[src/hdl/pjwh_pkg.sv]
package pjwh_pkg;

  // Field and register widths.
  localparam int unsigned HASH_W  = 28;
  localparam int unsigned BYTE_W  = 8;
  localparam int unsigned IDX_W   = 16;
  localparam int unsigned SIZE_W  = 17;

  // One remainder bit is resolved per division step.
  localparam int unsigned DIV_STEPS = HASH_W;
  localparam int unsigned CNT_W     = $clog2(DIV_STEPS + 1);

  localparam logic [SIZE_W-1:0] TABLE_SIZE_RESET = SIZE_W'(256);
  localparam logic [IDX_W-1:0]  MAX_DIVISOR      = '1;

  // Fold constants of the shift-add-fold hash.
  localparam int unsigned FOLD_SHIFT = 4;
  localparam int unsigned FOLD_POS   = 4;

  // Controller states, one-hot.
  typedef enum logic [2:0] {
    S_FOLD = 3'b001,
    S_DIV  = 3'b010,
    S_DONE = 3'b100
  } state_t;

  // Commands from the controller to the datapath.
  typedef struct packed {
    logic fold_en;
    logic div_load;
    logic div_step;
    logic out_load;
  } cmd_t;

  // Status from the datapath to the controller.
  typedef struct packed {
    logic out_busy;
  } status_t;

  // One step of the hash: shift in a byte, fold the top nibble back, clear it.
  function automatic logic [HASH_W-1:0] fold_byte(input logic [HASH_W-1:0] h,
                                                  input logic [BYTE_W-1:0] b);
    logic [HASH_W+FOLD_SHIFT-1:0] x;
    logic [FOLD_SHIFT-1:0]        g;
    x = {h, {FOLD_SHIFT{1'b0}}} + {{(HASH_W+FOLD_SHIFT-BYTE_W){1'b0}}, b};
    g = x[HASH_W+FOLD_SHIFT-1:HASH_W];
    x[FOLD_POS+FOLD_SHIFT-1:FOLD_POS] = x[FOLD_POS+FOLD_SHIFT-1:FOLD_POS] ^ g;
    return x[HASH_W-1:0];
  endfunction

endpackage

[src/hdl/pjwh_ctrl.sv]
module pjwh_ctrl (
  input  logic             clk,
  input  logic             rst_n,
  input  logic             in_tvalid,
  input  logic             in_tlast,
  output logic             in_tready,
  input  pjwh_pkg::status_t status,
  output pjwh_pkg::cmd_t   cmd
);

  pjwh_pkg::state_t            state_r, state_nxt;
  logic [pjwh_pkg::CNT_W-1:0]  cnt_r, cnt_nxt;
  logic                        in_fire;

  assign in_tready = (state_r == pjwh_pkg::S_FOLD);
  assign in_fire   = in_tvalid && in_tready;

  // Next state, step counter and datapath commands.
  always_comb begin
    state_nxt    = state_r;
    cnt_nxt      = cnt_r;
    cmd.fold_en  = 1'b0;
    cmd.div_load = 1'b0;
    cmd.div_step = 1'b0;
    cmd.out_load = 1'b0;
    case (state_r)
      pjwh_pkg::S_FOLD: begin
        if (in_fire) begin
          cmd.fold_en = 1'b1;
          if (in_tlast) begin
            cmd.div_load = 1'b1;
            cnt_nxt      = pjwh_pkg::CNT_W'(pjwh_pkg::DIV_STEPS);
            state_nxt    = pjwh_pkg::S_DIV;
          end
        end
      end
      pjwh_pkg::S_DIV: begin
        cmd.div_step = 1'b1;
        cnt_nxt      = cnt_r - 1'b1;
        if (cnt_r == pjwh_pkg::CNT_W'(1)) begin
          state_nxt = pjwh_pkg::S_DONE;
        end
      end
      pjwh_pkg::S_DONE: begin
        if (!status.out_busy) begin
          cmd.out_load = 1'b1;
          state_nxt    = pjwh_pkg::S_FOLD;
        end
      end
      default: begin
        state_nxt = pjwh_pkg::S_FOLD;
      end
    endcase
  end

  // State and counter registers.
  always_ff @(posedge clk) begin
    if (!rst_n) begin
      state_r <= pjwh_pkg::S_FOLD;
      cnt_r   <= '0;
    end else begin
      state_r <= state_nxt;
      cnt_r   <= cnt_nxt;
    end
  end

endmodule

[src/hdl/pjwh_dpath.sv]
module pjwh_dpath (
  input  logic                         clk,
  input  logic                         rst_n,
  input  logic [pjwh_pkg::BYTE_W-1:0]  char_byte,
  input  logic                         cfg_we,
  input  logic [pjwh_pkg::SIZE_W-1:0]  cfg_size,
  input  logic                         out_ready,
  input  pjwh_pkg::cmd_t               cmd,
  output pjwh_pkg::status_t            status,
  output logic                         out_valid,
  output logic [pjwh_pkg::IDX_W-1:0]   bucket_index
);

  logic [pjwh_pkg::SIZE_W-1:0] size_r;
  logic [pjwh_pkg::HASH_W-1:0] hash_r, hash_nxt, folded;
  logic [pjwh_pkg::HASH_W-1:0] dvd_r, dvd_nxt;
  logic [pjwh_pkg::IDX_W-1:0]  rem_r, rem_nxt;
  logic [pjwh_pkg::IDX_W-1:0]  div_r, div_nxt;
  logic                        zero_r, zero_nxt;
  logic [pjwh_pkg::IDX_W:0]    rem_shift;
  logic [pjwh_pkg::IDX_W:0]    rem_diff;
  logic                        rem_ge;
  logic [pjwh_pkg::IDX_W-1:0]  out_r, out_nxt;
  logic                        out_valid_r, out_valid_nxt;

  // Table size register.
  always_ff @(posedge clk) begin
    if (!rst_n) begin
      size_r <= pjwh_pkg::TABLE_SIZE_RESET;
    end else if (cfg_we) begin
      size_r <= cfg_size;
    end
  end

  // Running hash; cleared after the last character of a string.
  assign folded = pjwh_pkg::fold_byte(hash_r, char_byte);

  always_comb begin
    hash_nxt = hash_r;
    if (cmd.div_load) begin
      hash_nxt = '0;
    end else if (cmd.fold_en) begin
      hash_nxt = folded;
    end
  end

  // Divisor is the table size minus one, limited to 16 bits.
  always_comb begin
    zero_nxt = zero_r;
    div_nxt  = div_r;
    if (cmd.div_load) begin
      zero_nxt = (size_r[pjwh_pkg::SIZE_W-1:1] == '0);
      if (size_r[pjwh_pkg::SIZE_W-1]) begin
        div_nxt = pjwh_pkg::MAX_DIVISOR;
      end else begin
        div_nxt = size_r[pjwh_pkg::IDX_W-1:0] - 1'b1;
      end
    end
  end

  // Restoring remainder step: one dividend bit enters per cycle.
  assign rem_shift = {rem_r, dvd_r[pjwh_pkg::HASH_W-1]};
  assign rem_ge    = (rem_shift >= {1'b0, div_r});
  assign rem_diff  = rem_shift - {1'b0, div_r};

  always_comb begin
    dvd_nxt = dvd_r;
    rem_nxt = rem_r;
    if (cmd.div_load) begin
      dvd_nxt = folded;
      rem_nxt = '0;
    end else if (cmd.div_step) begin
      dvd_nxt = {dvd_r[pjwh_pkg::HASH_W-2:0], 1'b0};
      rem_nxt = rem_ge ? rem_diff[pjwh_pkg::IDX_W-1:0] : rem_shift[pjwh_pkg::IDX_W-1:0];
    end
  end

  // Output register; a result waits here while the next string is folded.
  assign status.out_busy = out_valid_r && !out_ready;

  always_comb begin
    out_nxt       = out_r;
    out_valid_nxt = out_valid_r;
    if (out_valid_r && out_ready) begin
      out_valid_nxt = 1'b0;
    end
    if (cmd.out_load) begin
      out_nxt       = zero_r ? '0 : rem_r;
      out_valid_nxt = 1'b1;
    end
  end

  always_ff @(posedge clk) begin
    if (!rst_n) begin
      hash_r      <= '0;
      out_valid_r <= 1'b0;
    end else begin
      hash_r      <= hash_nxt;
      out_valid_r <= out_valid_nxt;
    end
  end

  always_ff @(posedge clk) begin
    dvd_r  <= dvd_nxt;
    rem_r  <= rem_nxt;
    div_r  <= div_nxt;
    zero_r <= zero_nxt;
    out_r  <= out_nxt;
  end

  assign out_valid    = out_valid_r;
  assign bucket_index = out_r;

endmodule

[src/hdl/pjw_string_hash_index_unit.sv]
// Throughput: one character per cycle within a string.
// After the last character the input stalls while the bit-serial
// remainder unit resolves 28 dividend bits, one per cycle, and the result loads.
// The stall runs longer while an earlier result still waits for out_tready.
// Reset (synchronous, rst_n low): table size 256, running hash 0, no result pending.
module pjw_string_hash_index_unit (
  input  logic        clk,
  input  logic        rst_n,
  input  logic        in_tvalid,
  output logic        in_tready,
  input  logic [7:0]  in_tdata,   // [7:0] char_byte
  input  logic        in_tlast,   // last_char
  output logic        out_tvalid,
  input  logic        out_tready,
  output logic [15:0] out_tdata,  // [15:0] bucket_index
  input  logic        cfg_valid,
  output logic        cfg_ready,
  input  logic [16:0] cfg_data    // [16:0] table_size
);

  pjwh_pkg::cmd_t    cmd;
  pjwh_pkg::status_t status;

  // Configuration writes are taken at any time.
  assign cfg_ready = 1'b1;

  pjwh_ctrl u_ctrl (
    .clk       (clk),
    .rst_n     (rst_n),
    .in_tvalid (in_tvalid),
    .in_tlast  (in_tlast),
    .in_tready (in_tready),
    .status    (status),
    .cmd       (cmd)
  );

  pjwh_dpath u_dpath (
    .clk          (clk),
    .rst_n        (rst_n),
    .char_byte    (in_tdata),
    .cfg_we       (cfg_valid && cfg_ready),
    .cfg_size     (cfg_data),
    .out_ready    (out_tready),
    .cmd          (cmd),
    .status       (status),
    .out_valid    (out_tvalid),
    .bucket_index (out_tdata)
  );

endmodule

[config.mk]
export PLATFORM = sky130hd
export DESIGN_NAME = pjw_string_hash_index_unit
export DESIGN_NICKNAME = d
export VERILOG_FILES = /design/src/hdl/pjwh_pkg.sv /design/src/hdl/pjwh_ctrl.sv /design/src/hdl/pjwh_dpath.sv /design/src/hdl/pjw_string_hash_index_unit.sv
export SDC_FILE = /design/constraint.sdc
export NUM_CORES = 1
export LEC_CHECK = 0
export BUFFER_PORTS_ARGS = -buffer_cell sky130_fd_sc_hd__buf_2
export CAP_MARGIN = 20
export CORE_AREA = 2 2 91 137
export CTS_BUF_LIST = sky130_fd_sc_hd__clkbuf_8
export CTS_CLUSTER_DIAMETER = 120
export DETAILED_ROUTE_END_ITERATION = 10
export DIE_AREA = 0 0 93 139
export PLACE_DENSITY = 0.78
export SLEW_MARGIN = 10
export SYNTH_ARGS = -nofsm -noshare
export SYNTH_HDL_FRONTEND = slang
export SYNTH_HIERARCHICAL = 1
export SYNTH_SLANG_ARGS = --single-unit
[constraint.sdc]
create_clock -name clk -period 4.4 [get_ports clk]
set_clock_uncertainty 0.1 [all_clocks]
set_input_delay 0.44 -clock clk [delete_from_list [all_inputs] [get_ports clk]]
set_output_delay 0.44 -clock clk [all_outputs]
set_load 0.005 [all_outputs]
==> reports/metrics.csv <==
stage;metric;value;unit
floorplanning;rows;49;
routing;number_of_detailed_route_iterations_in_the_first_pass;4;
routing;routedWlPerCell;16.21;um
routing;vias_per_cell;5.732;
critical_path;cp_data_arrival_time;3.29;ns
synthesis;sequential_fraction_of_the_synthesis_area;46.93;%
global_route;grt_overflow_total;0;
synthesis;netlist_instances;694;
synthesis;synth.avg_cell_area;9.927;sq um
floorplanning;die_area;12930;sq um
global_route;antenna_found_initial;0;
final_layout;diodes;0;
synthesis;synth-async-reset-ratio;0;%
hold_path;hold_class;in2reg;
floorplanning;start_util;58.52;%
clocking;clock_tree_from_tritoncts;yes;
final_layout;layout.core_utilization;64.88;%
routing;met1Wirelength;5864;um
sta;finalSetupViolations;0;
final_layout;final_nets;792;
routing;final_antenna_net_count;0;
placement;finalWeightedCongestion;0.9321;
critical_path;crit_path_max_incr_delay;0.45;ns
critical_path;cp_data_required_time;4.65;ns
global_route;grt_pass1_wl;23830;um
final_layout;layout_cell_share_with_drive_strength_beyond_1;14.29;%
critical_path;crit_path_top_delay_cell;sky130_fd_sc_hd__a221o_1;
sta;finalSetupTns;0;ns
clocking;holdBufCountCts;0;
global_route;grt_usage;23.38;%
critical_path;critPathBufInv;2;
run;cap_viol_max_count;0;
critical_path;worstPathMaxFanout;4;
clocking;number_of_buffers_created_by_cts;17;
synthesis;ys.flop_type;sky130_fd_sc_hd__dfxtp_1;
clocking;post-cts-setup-buffers;0;
floorplanning;ios;50;
clocking;clockRootBuffer;sky130_fd_sc_hd__clkbuf_8;
sta;timing.final.ws_setup;1.362;ns
clocking;cts.clk_slew.worst_paths;0.07;ns
floorplanning;fp.dieW;93;um
floorplanning;placeable_area;11770;sq um
power_and_ir_drop;p_per_cell_area;359.4;nW/um^2
critical_path;timing.critical_path.cells;inv_1 > ha_1 > inv_1 > fa_1 > a21o_1 > a221oi_1 > o21ai_0 > a221o_1 > a21oi_1 > mux2i_1 > o21ai_0;
synthesis;synth-seq-cells;131;
status;run_status;completed;
routing;dr.max_layer_used;met4;
global_route;grt_max_degree;65;
clocking;cts_repair_resize_count;0;
synthesis;synthDistinctLibCells;66;
placement;place.detailed.hpwl;10600;um
power_and_ir_drop;static-leakage-power;3.021;nW
clocking;cts_htree_levels;4;
clocking;clk-insertion-delay-late;0.43;ns
placement;io_buffers;48;
routing;totalWireLength;14620;um
synthesis;mappedNetlistNets;750;
routing;routed-wl-met3;570;um
critical_path;cpLargestDelayFamily;compound AO/OA/AOI/OAI gates;
synthesis;cell_area_after_synthesis;6889;sq um
final_layout;syn2layout_area_growth;10.86;%
sta;timing.final.crit_share;69.04;%
critical_path;crit_type;reg2reg;
final_layout;design_area;7637;sq um
placement;place_ws;1.488;ns
synthesis;synth_enable_flop_cells;61;
sta;worst-slew-pin-transition;0.6576;ns
routing;vias;5170;
critical_path;crit_path_end_kind;register;
sta;finalCriticalPeriod;3.038;ns
placement;cell_area_after_placement;7216;sq um
global_route;first_global_vias;5134;
routing;met2RoutedLength;7805;um
sta;grt_setup_unrepaired;false;
sta;fmax_achieved;329.2;MHz
power_and_ir_drop;ir_worst_vdd;0.0002674;V
synthesis;ys_warn_count;6;
critical_path;critical_path.startpoint_type;register;
clocking;cts.sink_count;131;
sta;slew_headroom;55.99;%
floorplanning;die_y;139;um
sta;timing_hold_violations_final;0;
clocking;clockBufferDepth;2;
routing;remaining_drcs;0;
routing;count_of_routing_violations_after_the_opening_detailed_route_iteration;197;
sta;report.final.slew_viol_count;0;
==> cell usage in the layout (no fill, tap or decap), types with 3 or more instances in the layout <==
cell	synthesis	final
sky130_fd_sc_hd__and3_2	3	4
sky130_fd_sc_hd__buf_4	1	5
sky130_fd_sc_hd__clkinv_2	0	3
sky130_fd_sc_hd__xor2_1	19	19
sky130_fd_sc_hd__a21boi_0	3	3
sky130_fd_sc_hd__a21oi_1	53	53
sky130_fd_sc_hd__and2_1	3	3
sky130_fd_sc_hd__o21ai_0	29	29
sky130_fd_sc_hd__nor4_1	5	5
sky130_fd_sc_hd__a211oi_1	16	16
sky130_fd_sc_hd__a31oi_1	5	5
sky130_fd_sc_hd__nand4_1	6	6
sky130_fd_sc_hd__nor3_1	14	14
sky130_fd_sc_hd__a21o_1	9	9
sky130_fd_sc_hd__mux2_2	6	6
sky130_fd_sc_hd__o21a_1	8	8
sky130_fd_sc_hd__nand2_1	30	30
sky130_fd_sc_hd__nand3_1	17	17
sky130_fd_sc_hd__dfxtp_1	70	70
sky130_fd_sc_hd__or3_1	3	3
sky130_fd_sc_hd__inv_1	32	36
sky130_fd_sc_hd__buf_2	1	48
sky130_fd_sc_hd__and3_1	12	11
sky130_fd_sc_hd__edfxtp_1	61	61
sky130_fd_sc_hd__xnor2_1	29	29
sky130_fd_sc_hd__o21bai_1	6	6
sky130_fd_sc_hd__nand2b_1	21	21
sky130_fd_sc_hd__nor2b_1	37	37
sky130_fd_sc_hd__a211o_1	3	3
sky130_fd_sc_hd__o31ai_1	3	3
sky130_fd_sc_hd__nand3b_1	4	4
sky130_fd_sc_hd__bufinv_16	0	3
sky130_fd_sc_hd__ha_1	23	23
sky130_fd_sc_hd__mux2i_1	35	35
sky130_fd_sc_hd__nor2_1	60	60
sky130_fd_sc_hd__clkbuf_8	0	17
==> worst register-to-register path: cells and delay by family (launching register included) <==
family / cells / cell delay [ns]
flops: 1 / 0.36
mux: 1 / 0.08
fa+ha+maj: 2 / 0.55
buf+inv: 2 / 0.13
compound gates: 6 / 1.74
==> synth_stat cells (all sizes together), types with 2 or more instances <==
library cell	instances	share of area (%)
a311oi	2	0.25
xor2	19	2.4
a21boi	3	0.33
inv	32	1.7
o31a	2	0.25
o21a	8	0.87
nand3	17	1.2
edfxtp	61	27
a211oi	16	1.7
a31oi	5	0.45
xnor2	29	3.7
nor3b	3	0.47
or3	3	0.27
ha	23	4.2
and2	4	0.40
nand3b	4	0.44
nand2	31	1.7
o31ai	3	0.33
nand2b	21	1.9
dfxtp	70	20
a21o	10	1.1
nand4	6	0.54
clkbuf	28	1.5
mux2i	35	5.1
fa	2	0.58
and4	2	0.25
a21oi	54	4.0
a211o	3	0.38
nor4	6	0.64
nor2	60	3.3
buf	4	0.64
nor2b	37	3.4
nor4b	2	0.25
or3b	2	0.25
o21bai	6	0.65
and3	15	1.4
mux2	6	0.98
o21ai	30	2.3
nor3	14	1.0
==> layer usage <==
metal	vias up	GRT usage (%)
li1	2552	-
met1	2471	25.94
met2	121	42.07
met3	26	5.217
met4	0	10.37
met5	-	0
==> cell families (layout without fill, tap and decap cells) <==
| logic type | count (synthesis) | after routing | share of synthesized area [%] |
|---|---|---|---|
| flip-flops | 131 | 131 | 46.93 |
| multiplexers | 41 | 41 | 6.066 |
| AO/OA/AOI/OAI | 151 | 151 | 13.93 |
| XOR/XNOR | 48 | 48 | 6.102 |
| adder cells (fa/ha/maj) | 25 | 25 | 4.759 |
| AND/OR/NAND/NOR | 233 | 233 | 18.25 |
| other | 1 | 1 | 0.05443 |
| buffers and inverters | 64 | 119 | 3.905 |
==> metrics by stage <==
step                      total power, mW  hold slack [ns]  std cells
final                               2.745           0.1434        902
after global routing                2.863           0.1244        902
after CTS                           2.758           0.1171        899
after detailed placement            1.773           0.3900        867
after global placement              1.759           0.3806        867
after floorplan                     1.683           0.3594        694
==> flip-flops by register name (all words and copies together), names as in the netlist <==
name                  cells
u_dpath/dvd_r            28
u_dpath/rem_r            16
u_dpath/out_valid         1
u_dpath/zero_r            1
u_dpath/size_r           17
u_ctrl/state_r            3
u_ctrl/cnt_r              5
u_dpath/hash_r           28
u_dpath/bucket_index     16
u_dpath/div_r            16
==> path summary, 6_finish.rpt <==
check	startpoint	endpoint	slack, ns	cells past startpoint
max reg2reg	u_dpath/dvd_r[27]	u_dpath/rem_r[14]	1.36	11
max	u_dpath/dvd_r[27]	u_dpath/rem_r[14]	1.36	11
min reg2reg	u_dpath/hash_r[27]	u_dpath/hash_r[27]	0.41	2
min	cfg_data[8]	u_dpath/size_r[8]	0.14	3
==> power by group <==
group | switching (mW) | internal [mW] | total, mW
combinational | 0.202 | 0.156 | 0.358
sequential | 0.0533 | 1.35 | 1.40
clock | 0.442 | 0.545 | 0.987
total | 0.698 | 2.05 | 2.74
==> cell type report <==
class / count / area [sq um]
Timing Repair Buffer: 55 / 307.8
Inverter: 32 / 120.1
Sequential cell: 131 / 3233
Fill cell: 963 / 4134
Clock buffer: 17 / 234.0
Multi-Input combinational cell: 499 / 3401
Tap cell: 153 / 191.4
Clock inverter: 15 / 150.1
No activity file was read; power rests on OpenSTA's default activity.
